==> src/rtl/core/scwt_pkg.sv <==
// scwt_pkg: types, command and status codes and saturation helpers
// for the stream credit window table; no dependencies
`default_nettype none

package scwt_pkg;

    // table size default
    localparam int MAX_STREAMS_DEF = 16;

    // field widths
    localparam int CMD_W    = 4;
    localparam int SID_W    = 31;
    localparam int WIN_W    = 32;
    localparam int ENTRY_W  = SID_W + WIN_W;

    // window loaded at reset
    localparam logic [SID_W-1:0] INIT_RESET = 31'd65535;

    // credit reported for an untracked stream
    localparam logic signed [WIN_W-1:0] NO_STREAM = -32'sd1;

    // command codes
    localparam logic [CMD_W-1:0] CMD_CONN_CHECK   = 4'd0;
    localparam logic [CMD_W-1:0] CMD_CONN_CONSUME = 4'd1;
    localparam logic [CMD_W-1:0] CMD_CONN_UPDATE  = 4'd2;
    localparam logic [CMD_W-1:0] CMD_SET_INIT     = 4'd3;
    localparam logic [CMD_W-1:0] CMD_TRACK        = 4'd4;
    localparam logic [CMD_W-1:0] CMD_REMOVE       = 4'd5;
    localparam logic [CMD_W-1:0] CMD_QUERY        = 4'd6;
    localparam logic [CMD_W-1:0] CMD_S_CHECK      = 4'd7;
    localparam logic [CMD_W-1:0] CMD_S_CONSUME    = 4'd8;
    localparam logic [CMD_W-1:0] CMD_S_UPDATE     = 4'd9;

    // status codes
    localparam logic [1:0] ST_DONE        = 2'd0;
    localparam logic [1:0] ST_NOT_TRACKED = 2'd1;
    localparam logic [1:0] ST_TABLE_FULL  = 2'd2;

    // saturation limits on the 34-bit sum
    localparam logic signed [33:0] SUM_MAX = 34'sh07FFFFFFF;
    localparam logic signed [33:0] SUM_MIN = -34'sh080000000;

    // input item
    typedef struct packed {
        logic [3:0]         command;
        logic [30:0]        strm_id;
        logic signed [31:0] amount;
    } t_cmd_in;

    // result item
    typedef struct packed {
        logic [1:0]         status;
        logic               allowed;
        logic signed [31:0] stream_credit;
        logic signed [31:0] conn_credit;
        logic               conn_blocked;
    } t_result;

    // controller to datapath commands
    typedef struct packed {
        logic load;
        logic check;
        logic exec;
    } t_dp_ctl;

    // saturate to the signed 32-bit range
    function automatic logic signed [31:0] sat32(input logic signed [33:0] v);
        logic signed [31:0] r;
        if (v > SUM_MAX) begin
            r = 32'sh7FFFFFFF;
        end else if (v < SUM_MIN) begin
            r = -32'sh80000000;
        end else begin
            r = $signed(v[31:0]);
        end
        return r;
    endfunction

    // clamp to 0 .. 2^31-1
    function automatic logic signed [31:0] clamp_pos(input logic signed [33:0] v);
        logic signed [31:0] r;
        if (v > SUM_MAX) begin
            r = 32'sh7FFFFFFF;
        end else if (v < 34'sd0) begin
            r = 32'sd0;
        end else begin
            r = $signed(v[31:0]);
        end
        return r;
    endfunction

endpackage

`default_nettype wire

==> src/rtl/core/scwt_ram.sv <==
// scwt_ram: generic simple dual-port ram, one write and one registered read
// per cycle; no dependencies
`default_nettype none

module scwt_ram #(
    parameter int WIDTH = 8,
    parameter int DEPTH = 16
) (
    input  wire logic                                   i_clk,
    input  wire logic                                   i_we,
    input  wire logic [(DEPTH > 1 ? $clog2(DEPTH) : 1)-1:0] i_waddr,
    input  wire logic [WIDTH-1:0]                       i_wdata,
    input  wire logic [(DEPTH > 1 ? $clog2(DEPTH) : 1)-1:0] i_raddr,
    output      logic [WIDTH-1:0]                       o_rdata
);

    logic [WIDTH-1:0] r_mem [DEPTH];

    // write port
    always_ff @(posedge i_clk) begin
        if (i_we) begin
            r_mem[i_waddr] <= i_wdata;
        end
    end

    // registered read port
    always_ff @(posedge i_clk) begin
        o_rdata <= r_mem[i_raddr];
    end

endmodule

`default_nettype wire

==> src/rtl/core/scwt_ctrl.sv <==
// scwt_ctrl: command sequencer, runs the table scan and the execute step
// depends on scwt_pkg
`default_nettype none

module scwt_ctrl #(
    parameter int MAX_STREAMS = scwt_pkg::MAX_STREAMS_DEF
) (
    input  wire logic                 i_clk,
    input  wire logic                 i_rst_n,
    input  wire logic                 i_in_valid,
    output      logic                 o_in_ready,
    input  wire logic                 i_out_full,
    output      scwt_pkg::t_dp_ctl    o_ctl,
    output      logic [(MAX_STREAMS > 1 ? $clog2(MAX_STREAMS) : 1)-1:0] o_rd_addr,
    output      logic [(MAX_STREAMS > 1 ? $clog2(MAX_STREAMS) : 1)-1:0] o_chk_idx
);

    import scwt_pkg::*;

    localparam int IDX_W = (MAX_STREAMS > 1) ? $clog2(MAX_STREAMS) : 1;
    localparam int CNT_W = $clog2(MAX_STREAMS + 1);
    localparam logic [CNT_W-1:0] CNT_END = CNT_W'(MAX_STREAMS);

    localparam logic [1:0] S_IDLE = 2'd0;
    localparam logic [1:0] S_SCAN = 2'd1;
    localparam logic [1:0] S_EXEC = 2'd2;

    logic [1:0]       r_state, n_state;
    logic [CNT_W-1:0] r_cnt, n_cnt;
    logic             r_chk, n_chk;
    logic [IDX_W-1:0] r_chk_idx, n_chk_idx;
    logic             issue;

    // next state and commands
    always_comb begin
        n_state    = r_state;
        n_cnt      = r_cnt;
        n_chk      = 1'b0;
        n_chk_idx  = r_chk_idx;
        o_in_ready = 1'b0;
        o_ctl      = '0;
        issue      = 1'b0;
        case (r_state)
            S_IDLE: begin
                o_in_ready = 1'b1;
                n_cnt      = '0;
                if (i_in_valid) begin
                    o_ctl.load = 1'b1;
                    n_state    = S_SCAN;
                end
            end
            S_SCAN: begin
                // read one entry per cycle, check it in the next cycle
                issue       = (r_cnt != CNT_END);
                o_ctl.check = r_chk;
                n_chk       = issue;
                n_chk_idx   = r_cnt[IDX_W-1:0];
                if (issue) begin
                    n_cnt = r_cnt + 1'b1;
                end else begin
                    n_state = S_EXEC;
                end
            end
            S_EXEC: begin
                // wait for room in the output register
                if (!i_out_full) begin
                    o_ctl.exec = 1'b1;
                    n_state    = S_IDLE;
                end
            end
            default: begin
                n_state = S_IDLE;
            end
        endcase
    end

    assign o_rd_addr = issue ? r_cnt[IDX_W-1:0] : r_chk_idx;
    assign o_chk_idx = r_chk_idx;

    // state registers
    always_ff @(posedge i_clk) begin
        if (!i_rst_n) begin
            r_state   <= S_IDLE;
            r_cnt     <= '0;
            r_chk     <= 1'b0;
            r_chk_idx <= '0;
        end else begin
            r_state   <= n_state;
            r_cnt     <= n_cnt;
            r_chk     <= n_chk;
            r_chk_idx <= n_chk_idx;
        end
    end

endmodule

`default_nettype wire

==> src/rtl/core/scwt_dp.sv <==
// scwt_dp: windows, stream table, arithmetic and output register
// depends on scwt_pkg and scwt_ram
`default_nettype none

module scwt_dp #(
    parameter int MAX_STREAMS = scwt_pkg::MAX_STREAMS_DEF
) (
    input  wire logic                 i_clk,
    input  wire logic                 i_rst_n,
    input  wire scwt_pkg::t_dp_ctl    i_ctl,
    input  wire logic [(MAX_STREAMS > 1 ? $clog2(MAX_STREAMS) : 1)-1:0] i_rd_addr,
    input  wire logic [(MAX_STREAMS > 1 ? $clog2(MAX_STREAMS) : 1)-1:0] i_chk_idx,
    input  wire scwt_pkg::t_cmd_in    i_in_data,
    input  wire logic                 i_cfg_we,
    input  wire logic [30:0]          i_cfg_wdata,
    input  wire logic                 i_out_ready,
    output      logic                 o_out_full,
    output      logic                 o_out_valid,
    output      scwt_pkg::t_result    o_out_data
);

    import scwt_pkg::*;

    localparam int IDX_W = (MAX_STREAMS > 1) ? $clog2(MAX_STREAMS) : 1;

    // architectural state
    logic signed [31:0]     r_conn;
    logic signed [31:0]     r_base;
    logic [MAX_STREAMS-1:0] r_valid;

    // current item
    logic [CMD_W-1:0]       r_cmd;
    logic [SID_W-1:0]       r_sid;
    logic signed [31:0]     r_amt;
    logic signed [32:0]     r_delta;

    // scan results
    logic                   r_hit;
    logic [IDX_W-1:0]       r_slot;
    logic signed [31:0]     r_win;
    logic                   r_free_ok;
    logic [IDX_W-1:0]       r_free;

    // output register
    logic                   r_out_valid;
    t_result                r_out, n_out;

    // table ram
    logic                   ram_we;
    logic [IDX_W-1:0]       ram_waddr;
    logic [ENTRY_W-1:0]     ram_wdata;
    logic [ENTRY_W-1:0]     ram_rdata;

    scwt_ram #(
        .WIDTH (ENTRY_W),
        .DEPTH (MAX_STREAMS)
    ) u_table (
        .i_clk   (i_clk),
        .i_we    (ram_we),
        .i_waddr (ram_waddr),
        .i_wdata (ram_wdata),
        .i_raddr (i_rd_addr),
        .o_rdata (ram_rdata)
    );

    // check of the entry read last cycle
    logic [SID_W-1:0]   rd_id;
    logic signed [31:0] rd_win;
    logic               rd_v;
    logic               rd_hit;
    logic signed [31:0] shift_win;

    assign rd_id     = ram_rdata[ENTRY_W-1:WIN_W];
    assign rd_win    = $signed(ram_rdata[WIN_W-1:0]);
    assign rd_v      = r_valid[i_chk_idx];
    assign rd_hit    = rd_v && (rd_id == r_sid);
    assign shift_win = sat32({{2{rd_win[31]}}, rd_win} + {r_delta[32], r_delta});

    // shared adder for the execute step
    logic               stream_op;
    logic signed [31:0] a_src;
    logic signed [33:0] b_op;
    logic signed [33:0] sum;
    logic signed [31:0] sum_sat;
    logic signed [31:0] sum_clp;
    logic               ge;

    assign stream_op = (r_cmd == CMD_S_CHECK) || (r_cmd == CMD_S_CONSUME) ||
                       (r_cmd == CMD_S_UPDATE);
    assign a_src     = stream_op ? r_win : r_conn;

    always_comb begin
        case (r_cmd)
            CMD_CONN_CONSUME, CMD_S_CONSUME: b_op = -{{2{r_amt[31]}}, r_amt};
            CMD_SET_INIT:                    b_op = {r_delta[32], r_delta};
            default:                         b_op = {{2{r_amt[31]}}, r_amt};
        endcase
    end

    assign sum     = {{2{a_src[31]}}, a_src} + b_op;
    assign sum_sat = sat32(sum);
    assign sum_clp = clamp_pos(sum);
    assign ge      = (a_src >= r_amt);

    // execute step: result and state updates
    logic signed [31:0] n_conn;
    logic               ex_we;
    logic [IDX_W-1:0]   ex_waddr;
    logic signed [31:0] ex_wwin;
    logic               set_valid;
    logic               clr_valid;

    always_comb begin
        n_conn    = r_conn;
        ex_we     = 1'b0;
        ex_waddr  = r_slot;
        ex_wwin   = r_win;
        set_valid = 1'b0;
        clr_valid = 1'b0;
        n_out.status        = ST_DONE;
        n_out.allowed       = 1'b0;
        n_out.stream_credit = r_hit ? r_win : NO_STREAM;
        case (r_cmd)
            CMD_CONN_CHECK: begin
                n_out.allowed = ge;
            end
            CMD_CONN_CONSUME: begin
                n_conn = sum_sat;
            end
            CMD_CONN_UPDATE: begin
                n_conn = sum_clp;
            end
            CMD_SET_INIT: begin
                n_conn = sum_sat;
            end
            CMD_TRACK: begin
                if (!r_hit) begin
                    if (r_free_ok) begin
                        ex_we               = 1'b1;
                        ex_waddr            = r_free;
                        ex_wwin             = r_base;
                        set_valid           = 1'b1;
                        n_out.stream_credit = r_base;
                    end else begin
                        n_out.status = ST_TABLE_FULL;
                    end
                end
            end
            CMD_REMOVE: begin
                n_out.stream_credit = NO_STREAM;
                if (r_hit) begin
                    clr_valid = 1'b1;
                end else begin
                    n_out.status = ST_NOT_TRACKED;
                end
            end
            CMD_QUERY: begin
                if (!r_hit) begin
                    n_out.status = ST_NOT_TRACKED;
                end
            end
            CMD_S_CHECK: begin
                if (r_hit) begin
                    n_out.allowed = ge;
                end else begin
                    n_out.status = ST_NOT_TRACKED;
                end
            end
            CMD_S_CONSUME, CMD_S_UPDATE: begin
                if (r_hit) begin
                    ex_we               = 1'b1;
                    ex_wwin             = (r_cmd == CMD_S_CONSUME) ? sum_sat : sum_clp;
                    n_out.stream_credit = ex_wwin;
                end else begin
                    n_out.status = ST_NOT_TRACKED;
                end
            end
            default: begin
            end
        endcase
        n_out.conn_credit  = n_conn;
        n_out.conn_blocked = (n_conn <= 32'sd0);
    end

    // table write: shift valid entries during the scan of a set-init command, update in the execute step
    always_comb begin
        if (i_ctl.check) begin
            ram_we    = (r_cmd == CMD_SET_INIT) && rd_v;
            ram_waddr = i_chk_idx;
            ram_wdata = {rd_id, shift_win};
        end else begin
            ram_we    = i_ctl.exec && ex_we;
            ram_waddr = ex_waddr;
            ram_wdata = {r_sid, ex_wwin};
        end
    end

    // item and scan registers
    always_ff @(posedge i_clk) begin
        if (i_ctl.load) begin
            r_cmd     <= i_in_data.command;
            r_sid     <= i_in_data.strm_id;
            r_amt     <= i_in_data.amount;
            r_delta   <= {i_in_data.amount[31], i_in_data.amount} - {r_base[31], r_base};
            r_hit     <= 1'b0;
            r_free_ok <= 1'b0;
        end else if (i_ctl.check) begin
            if (rd_hit) begin
                r_hit  <= 1'b1;
                r_slot <= i_chk_idx;
                r_win  <= (r_cmd == CMD_SET_INIT) ? shift_win : rd_win;
            end
            if (!rd_v && !r_free_ok) begin
                r_free_ok <= 1'b1;
                r_free    <= i_chk_idx;
            end
        end
    end

    // windows and valid bits
    always_ff @(posedge i_clk) begin
        if (!i_rst_n) begin
            r_conn  <= $signed({1'b0, INIT_RESET});
            r_base  <= $signed({1'b0, INIT_RESET});
            r_valid <= '0;
        end else if (i_cfg_we) begin
            r_conn  <= $signed({1'b0, i_cfg_wdata});
            r_base  <= $signed({1'b0, i_cfg_wdata});
            r_valid <= '0;
        end else if (i_ctl.exec) begin
            r_conn <= n_conn;
            if (r_cmd == CMD_SET_INIT) begin
                r_base <= r_amt;
            end
            if (set_valid) begin
                r_valid[r_free] <= 1'b1;
            end
            if (clr_valid) begin
                r_valid[r_slot] <= 1'b0;
            end
        end
    end

    // output register
    always_ff @(posedge i_clk) begin
        if (!i_rst_n) begin
            r_out_valid <= 1'b0;
        end else if (i_ctl.exec) begin
            r_out_valid <= 1'b1;
        end else if (i_out_ready) begin
            r_out_valid <= 1'b0;
        end
    end

    always_ff @(posedge i_clk) begin
        if (i_ctl.exec) begin
            r_out <= n_out;
        end
    end

    assign o_out_full  = r_out_valid && !i_out_ready;
    assign o_out_valid = r_out_valid;
    assign o_out_data  = r_out;

endmodule

`default_nettype wire

==> src/rtl/core/stream_credit_window_table.sv <==
// stream_credit_window_table: a table scan reads one ram entry per cycle and
// compares its stream id, then an execute step writes the result, waiting while
// the output is full; a new item is accepted only once the execute step is done
// reset: connection and baseline windows load 65535 and every table entry is
// invalid at once, with no clearing pass; config writes do the same with their value
// depends on scwt_pkg, scwt_ctrl, scwt_dp, scwt_ram
`default_nettype none

module stream_credit_window_table #(
    parameter int MAX_STREAMS = scwt_pkg::MAX_STREAMS_DEF
) (
    input  wire logic                i_clk,
    input  wire logic                i_rst_n,
    input  wire logic                i_in_valid,
    output      logic                o_in_ready,
    input  wire scwt_pkg::t_cmd_in   i_in_data,
    output      logic                o_out_valid,
    input  wire logic                i_out_ready,
    output      scwt_pkg::t_result   o_out_data,
    input  wire logic                i_cfg_we,
    input  wire logic [30:0]         i_cfg_wdata
);

    import scwt_pkg::*;

    localparam int IDX_W = (MAX_STREAMS > 1) ? $clog2(MAX_STREAMS) : 1;

    t_dp_ctl          ctl;
    logic [IDX_W-1:0] rd_addr;
    logic [IDX_W-1:0] chk_idx;
    logic             out_full;

    // sequencer
    scwt_ctrl #(
        .MAX_STREAMS (MAX_STREAMS)
    ) u_ctrl (
        .i_clk      (i_clk),
        .i_rst_n    (i_rst_n),
        .i_in_valid (i_in_valid),
        .o_in_ready (o_in_ready),
        .i_out_full (out_full),
        .o_ctl      (ctl),
        .o_rd_addr  (rd_addr),
        .o_chk_idx  (chk_idx)
    );

    // windows and stream table
    scwt_dp #(
        .MAX_STREAMS (MAX_STREAMS)
    ) u_dp (
        .i_clk       (i_clk),
        .i_rst_n     (i_rst_n),
        .i_ctl       (ctl),
        .i_rd_addr   (rd_addr),
        .i_chk_idx   (chk_idx),
        .i_in_data   (i_in_data),
        .i_cfg_we    (i_cfg_we),
        .i_cfg_wdata (i_cfg_wdata),
        .i_out_ready (i_out_ready),
        .o_out_full  (out_full),
        .o_out_valid (o_out_valid),
        .o_out_data  (o_out_data)
    );

endmodule

`default_nettype wire
==> config.mk <==
export PLATFORM = sky130hd
export DESIGN_NAME = stream_credit_window_table
export DESIGN_NICKNAME = d
export VERILOG_FILES = /design/src/rtl/core/scwt_pkg.sv /design/src/rtl/core/scwt_ram.sv /design/src/rtl/core/scwt_ctrl.sv /design/src/rtl/core/scwt_dp.sv /design/src/rtl/core/stream_credit_window_table.sv
export SDC_FILE = /design/constraint.sdc
export NUM_CORES = 2
export LEC_CHECK = 0
export ABC_AREA = 1
export BUFFER_PORTS_ARGS = -buffer_cell sky130_fd_sc_hd__buf_2
export CORE_ASPECT_RATIO = 0.7
export CORE_MARGIN = 2
export CORE_UTILIZATION = 50
export DETAILED_ROUTE_END_ITERATION = 10
export MAX_ROUTING_LAYER = met4
export PLACE_DENSITY = 0.63
export SETUP_SLACK_MARGIN = 0.4
export SYNTH_ARGS = -nofsm -noshare
export SYNTH_HDL_FRONTEND = slang
export SYNTH_SLANG_ARGS = --single-unit
==> constraint.sdc <==
create_clock -name i_clk -period 11.5 [get_ports i_clk]
set_input_delay 2.3 -clock i_clk [delete_from_list [all_inputs] [get_ports i_clk]]
set_output_delay 2.3 -clock i_clk [all_outputs]
set_load 0.05 [all_outputs]
==> flow_summary_export.csv <==
group,metric,value,unit
sta,max_freq,131.4,MHz
worst_setup_path,arrival,8.11,ns
flow_run,drv_cap,0,
clock_network,cts_resized,0,
clock_network,clock_sinks,1374,
global_route,grt_max_degree,262,
floorplan,die_x,437.0,um
sta,setup_ws,3.892,ns
worst_setup_path,slowest_stage,"nand3_2",
worst_setup_path,startpoint_type,"flop",
floorplan,core_area,130600,sq um
pwr,p_clk_share,36.6,%
placed_design,port-buffer-count,172,
sta,tns,0,ns
pwr,power_density,171.5,nW/um^2
sta,period_minus_slack,7.608,ns
synth,netlist_instances,6703,
placed_design,gp_congestion,1.019,
placed_design,pre_cts_slack,4.369,ns
worst_setup_path,critPathKind,"flop to flop",
synth,syn_avg_cell_area,9.789,sq um
synth,synth_flop_cell,"edfxtp_1",
drt,wl_per_cell,22.12,um
floorplan,io-pin-count,173,
global_route,grt_overflow,0,
placed_design,hpwl,120800,um
hold_path,min_from,"u_dp.r_valid[0]$_SDFFE_PP0P_",
synth,synthArstFlopShare,0,%
synth,yosys_warnings,0,
hold_path,hp-class,"flop to flop",
clock_network,hold_buffers,0,
pwr,power_frac_seq,45.6,%
synth,yosysTopAreaCell,"edfxtp_1",
floorplan,rows,111,
status,status,"finished, final reports clean",
synth,synth_edf_count,1216,
clock_network,postCtsSetupRepairBufs,0,
drt,drcViolationCount,0,
synth,synth_fp_nets,6942,
worst_setup_path,cp.required,12.01,ns
clock_network,cts_tree,"yes",
synth,ys_ff_latch,1374,
pwr,p_comb_share,17.8,%
sta,maxSlewViolCount,0,
sta,setup_viol_count_final,0,
finish,drive_gt1_share,7.984,%
floorplan,die_area,134200,sq um
synth,syn-cell-area,65610,sq um
sta,final.period_utilization,66.16,%
hold_path,whs_path_depth,1,
worst_setup_path,reg2reg_slack,3.89,ns
drt,first_pass_iters,8,
finish,areaGrowthSynthToFinish,10.79,%
pwr,netSwitchingFraction,28.74,%
sta,rsz0062_at_grt,"no",
sta,worst_pin_slew,1.205,ns
pwr,p_int,0.008882,W
worst_setup_path,r2r_end,"u_dp.u_table.r_mem[4][29]$_DFFE_PP_",
drt,routed_via_density,5.708,
synth,synth_top_cell_area_share,55.65,%
finish,n_antenna_cell,0,
global_route,grt_pass1_vias,44452,
clock_network,path_clk_slew,0.07,ns
worst_setup_path,reg2regPathDepth,35,
worst_setup_path,slowest_delay,0.60,ns
clock_network,root_buffer,"clkbuf_16",
worst_setup_path,critical_path.endpoint_type,"flop",
synth,yosysUniqueCellTypes,57,
worst_setup_path,r2r-start,"u_dp.r_amt[0]$_DFFE_PP_",
synth,synth_most_common_cell,"nand2_1",
global_route,grt_pass1_wl,282100,um
worst_setup_path,crit_top_cell,"nand2_1",
floorplan,fp.dieH,307.1,um
hold_path,whs_endpoint,"u_dp.r_valid[0]$_SDFFE_PP0P_",
clock_network,insertion_delay,0.78,ns
synth,yosys-top-cells-count,"nand2_1 (1,369), edfxtp_1 (1,216), inv_1 (882), o21ai_0 (532), a21oi_1 (494)",
global_route,track_usage,28.75,%
synth,yosysSeqAreaShare,60.47,%
clock_network,cts-buffers-inserted,138,
pwr,ir_drop,0.1815,mV
finish,nNetsFinal,6992,
drt,first_iter_violations,6174,
pwr,leakage,28.72,nW
finish,nFillCells,11418,
sta,finalHoldViolations,0,
floorplan,start_util,50.26,%
drt,vias,49178,
clock_network,h-tree-depth,4,
sta,relSlewSlack,19.66,%
clock_network,clk_path_buf_depth,3,
sta,skew,0.03714,ns
worst_setup_path,crit_fanout,38,
global_route,antenna_found_initial,1,
drt,ant_nets,0,
synth,synth_area_leaders,"edfxtp_1 (56%), nand2_1 (7.8%), inv_1 (5.0%)",
drt,wl,190500,um
pwr,p_sw,0.003583,W
[critical path, delay by kind of cell, from the launching register on]
family | cells | cell delay (ns)
AND/OR/NAND/NOR | 23 | 4.30
buffers and inverters | 3 | 0.85
flip-flops | 1 | 0.43
AO/OA/AOI/OAI | 7 | 1.19
adder cells (fa/ha/maj) | 2 | 0.57
[area by class of cell]
cell class	instances	area [sq um]	share of cell area (%)
Clock inverter	57	614.3	0.8451
Clock buffer	194	3933	5.410
Inverter	897	3397	4.673
Tap cell	1751	2191	3.014
Timing Repair Buffer	251	1529	2.103
Multi-Input combinational cell	4091	21350	29.37
Sequential cell	1374	39680	54.58
[worst max-delay path by stage]
| stage | start | to |
|---|---|---|
| 5_1_grt | u_dp.r_amt[0]$_DFFE_PP_ | u_dp.u_table.r_mem[4][29]$_DFFE_PP_ |
| 6_report | u_dp.r_amt[0]$_DFFE_PP_ | u_dp.u_table.r_mem[4][29]$_DFFE_PP_ |
| 3_3_place_gp | u_dp.r_amt[0]$_DFFE_PP_ | u_dp.u_table.r_mem[10][29]$_DFFE_PP_ |
| 2_1_floorplan | i_out_ready | u_dp.u_table.r_mem[1][0]$_DFFE_PP_ |
| 4_1_cts | u_dp.r_amt[0]$_DFFE_PP_ | u_dp.u_table.r_mem[1][29]$_DFFE_PP_ |
| 3_5_place_dp | u_dp.r_amt[0]$_DFFE_PP_ | u_dp.u_table.r_mem[10][29]$_DFFE_PP_ |
[layout by cell type, fill, tap and decap left out, types with 73 or more instances in the layout]
| master | count |
|---|---|
| inv_1 | 874 |
| buf_4 | 73 |
| o21ai_0 | 530 |
| nand2_1 | 1366 |
| nor2_1 | 285 |
| nand3_1 | 493 |
| edfxtp_1 | 1216 |
| clkbuf_16 | 145 |
| ha_1 | 133 |
| o211ai_1 | 327 |
| dfxtp_1 | 157 |
| a21oi_1 | 493 |
| buf_2 | 172 |
[power groups by stage]
stage / Clock, W / Sequential, W / Combinational, W
floorplan: 0 / 0.00575 / 0.00155
global placement: 0 / 0.00579 / 0.00213
detailed placement: 0 / 0.00579 / 0.00215
CTS: 0.00464 / 0.00568 / 0.00216
global route: 0.00483 / 0.00569 / 0.00245
finish: 0.00457 / 0.00568 / 0.00222
[through the flow]
| step | total power (W) | hold WS (ns) | instance area (sq um) | instances | util [%] |
|---|---|---|---|---|---|
| after floorplan | 0.007298 | 0.4237 | 65610 | 6703 | - |
| after global placement | 0.007916 | 0.4366 | 68150 | 8364 | 52.20 |
| after detailed placement | 0.007932 | 0.4503 | 68150 | 8364 | 52.20 |
| after CTS | 0.01248 | 0.4642 | 72690 | 8615 | 55.68 |
| after global routing | 0.01297 | 0.4830 | 72690 | 8615 | 55.68 |
| final | 0.01246 | 0.4589 | 72690 | 8615 | 55.68 |
[kinds of logic (layout without fill, tap and decap cells)]
| family | Yosys count | in the layout | share of synthesized area, % |
|---|---|---|---|
| AND/OR/NAND/NOR | 2299 | 2299 | 14.61 |
| AO/OA/AOI/OAI | 1546 | 1546 | 13.59 |
| flip-flops | 1374 | 1374 | 60.47 |
| buffers and inverters | 1238 | 1399 | 7.210 |
| adder cells (fa/ha/maj) | 136 | 136 | 2.628 |
| XOR/XNOR | 104 | 104 | 1.388 |
| multiplexers | 6 | 6 | 0.1030 |
[flip-flops by register name, indices dropped and copies added, names as in the netlist, 32 cells and up]
register,cells
u_dp.u_table.r_mem,1008
u_dp.o_out_data,68
u_dp.u_table.o_rdata,63
u_dp.r_delta,33
u_dp.r_amt,32
u_dp.r_base,32
u_dp.r_conn,32
u_dp.r_win,32
[layer usage]
metal	GRT usage [%]	part of all wire [%]	up-vias	wire [um]
met5	-	0	-	0
met4	7.410	2.0	0	3881
met3	4.623	8.8	243	16770
met2	39.49	42	2074	80320
met1	44.05	47	23542	89560
li1	-	-	23319	-
No activity file was read; power rests on OpenSTA's default activity.
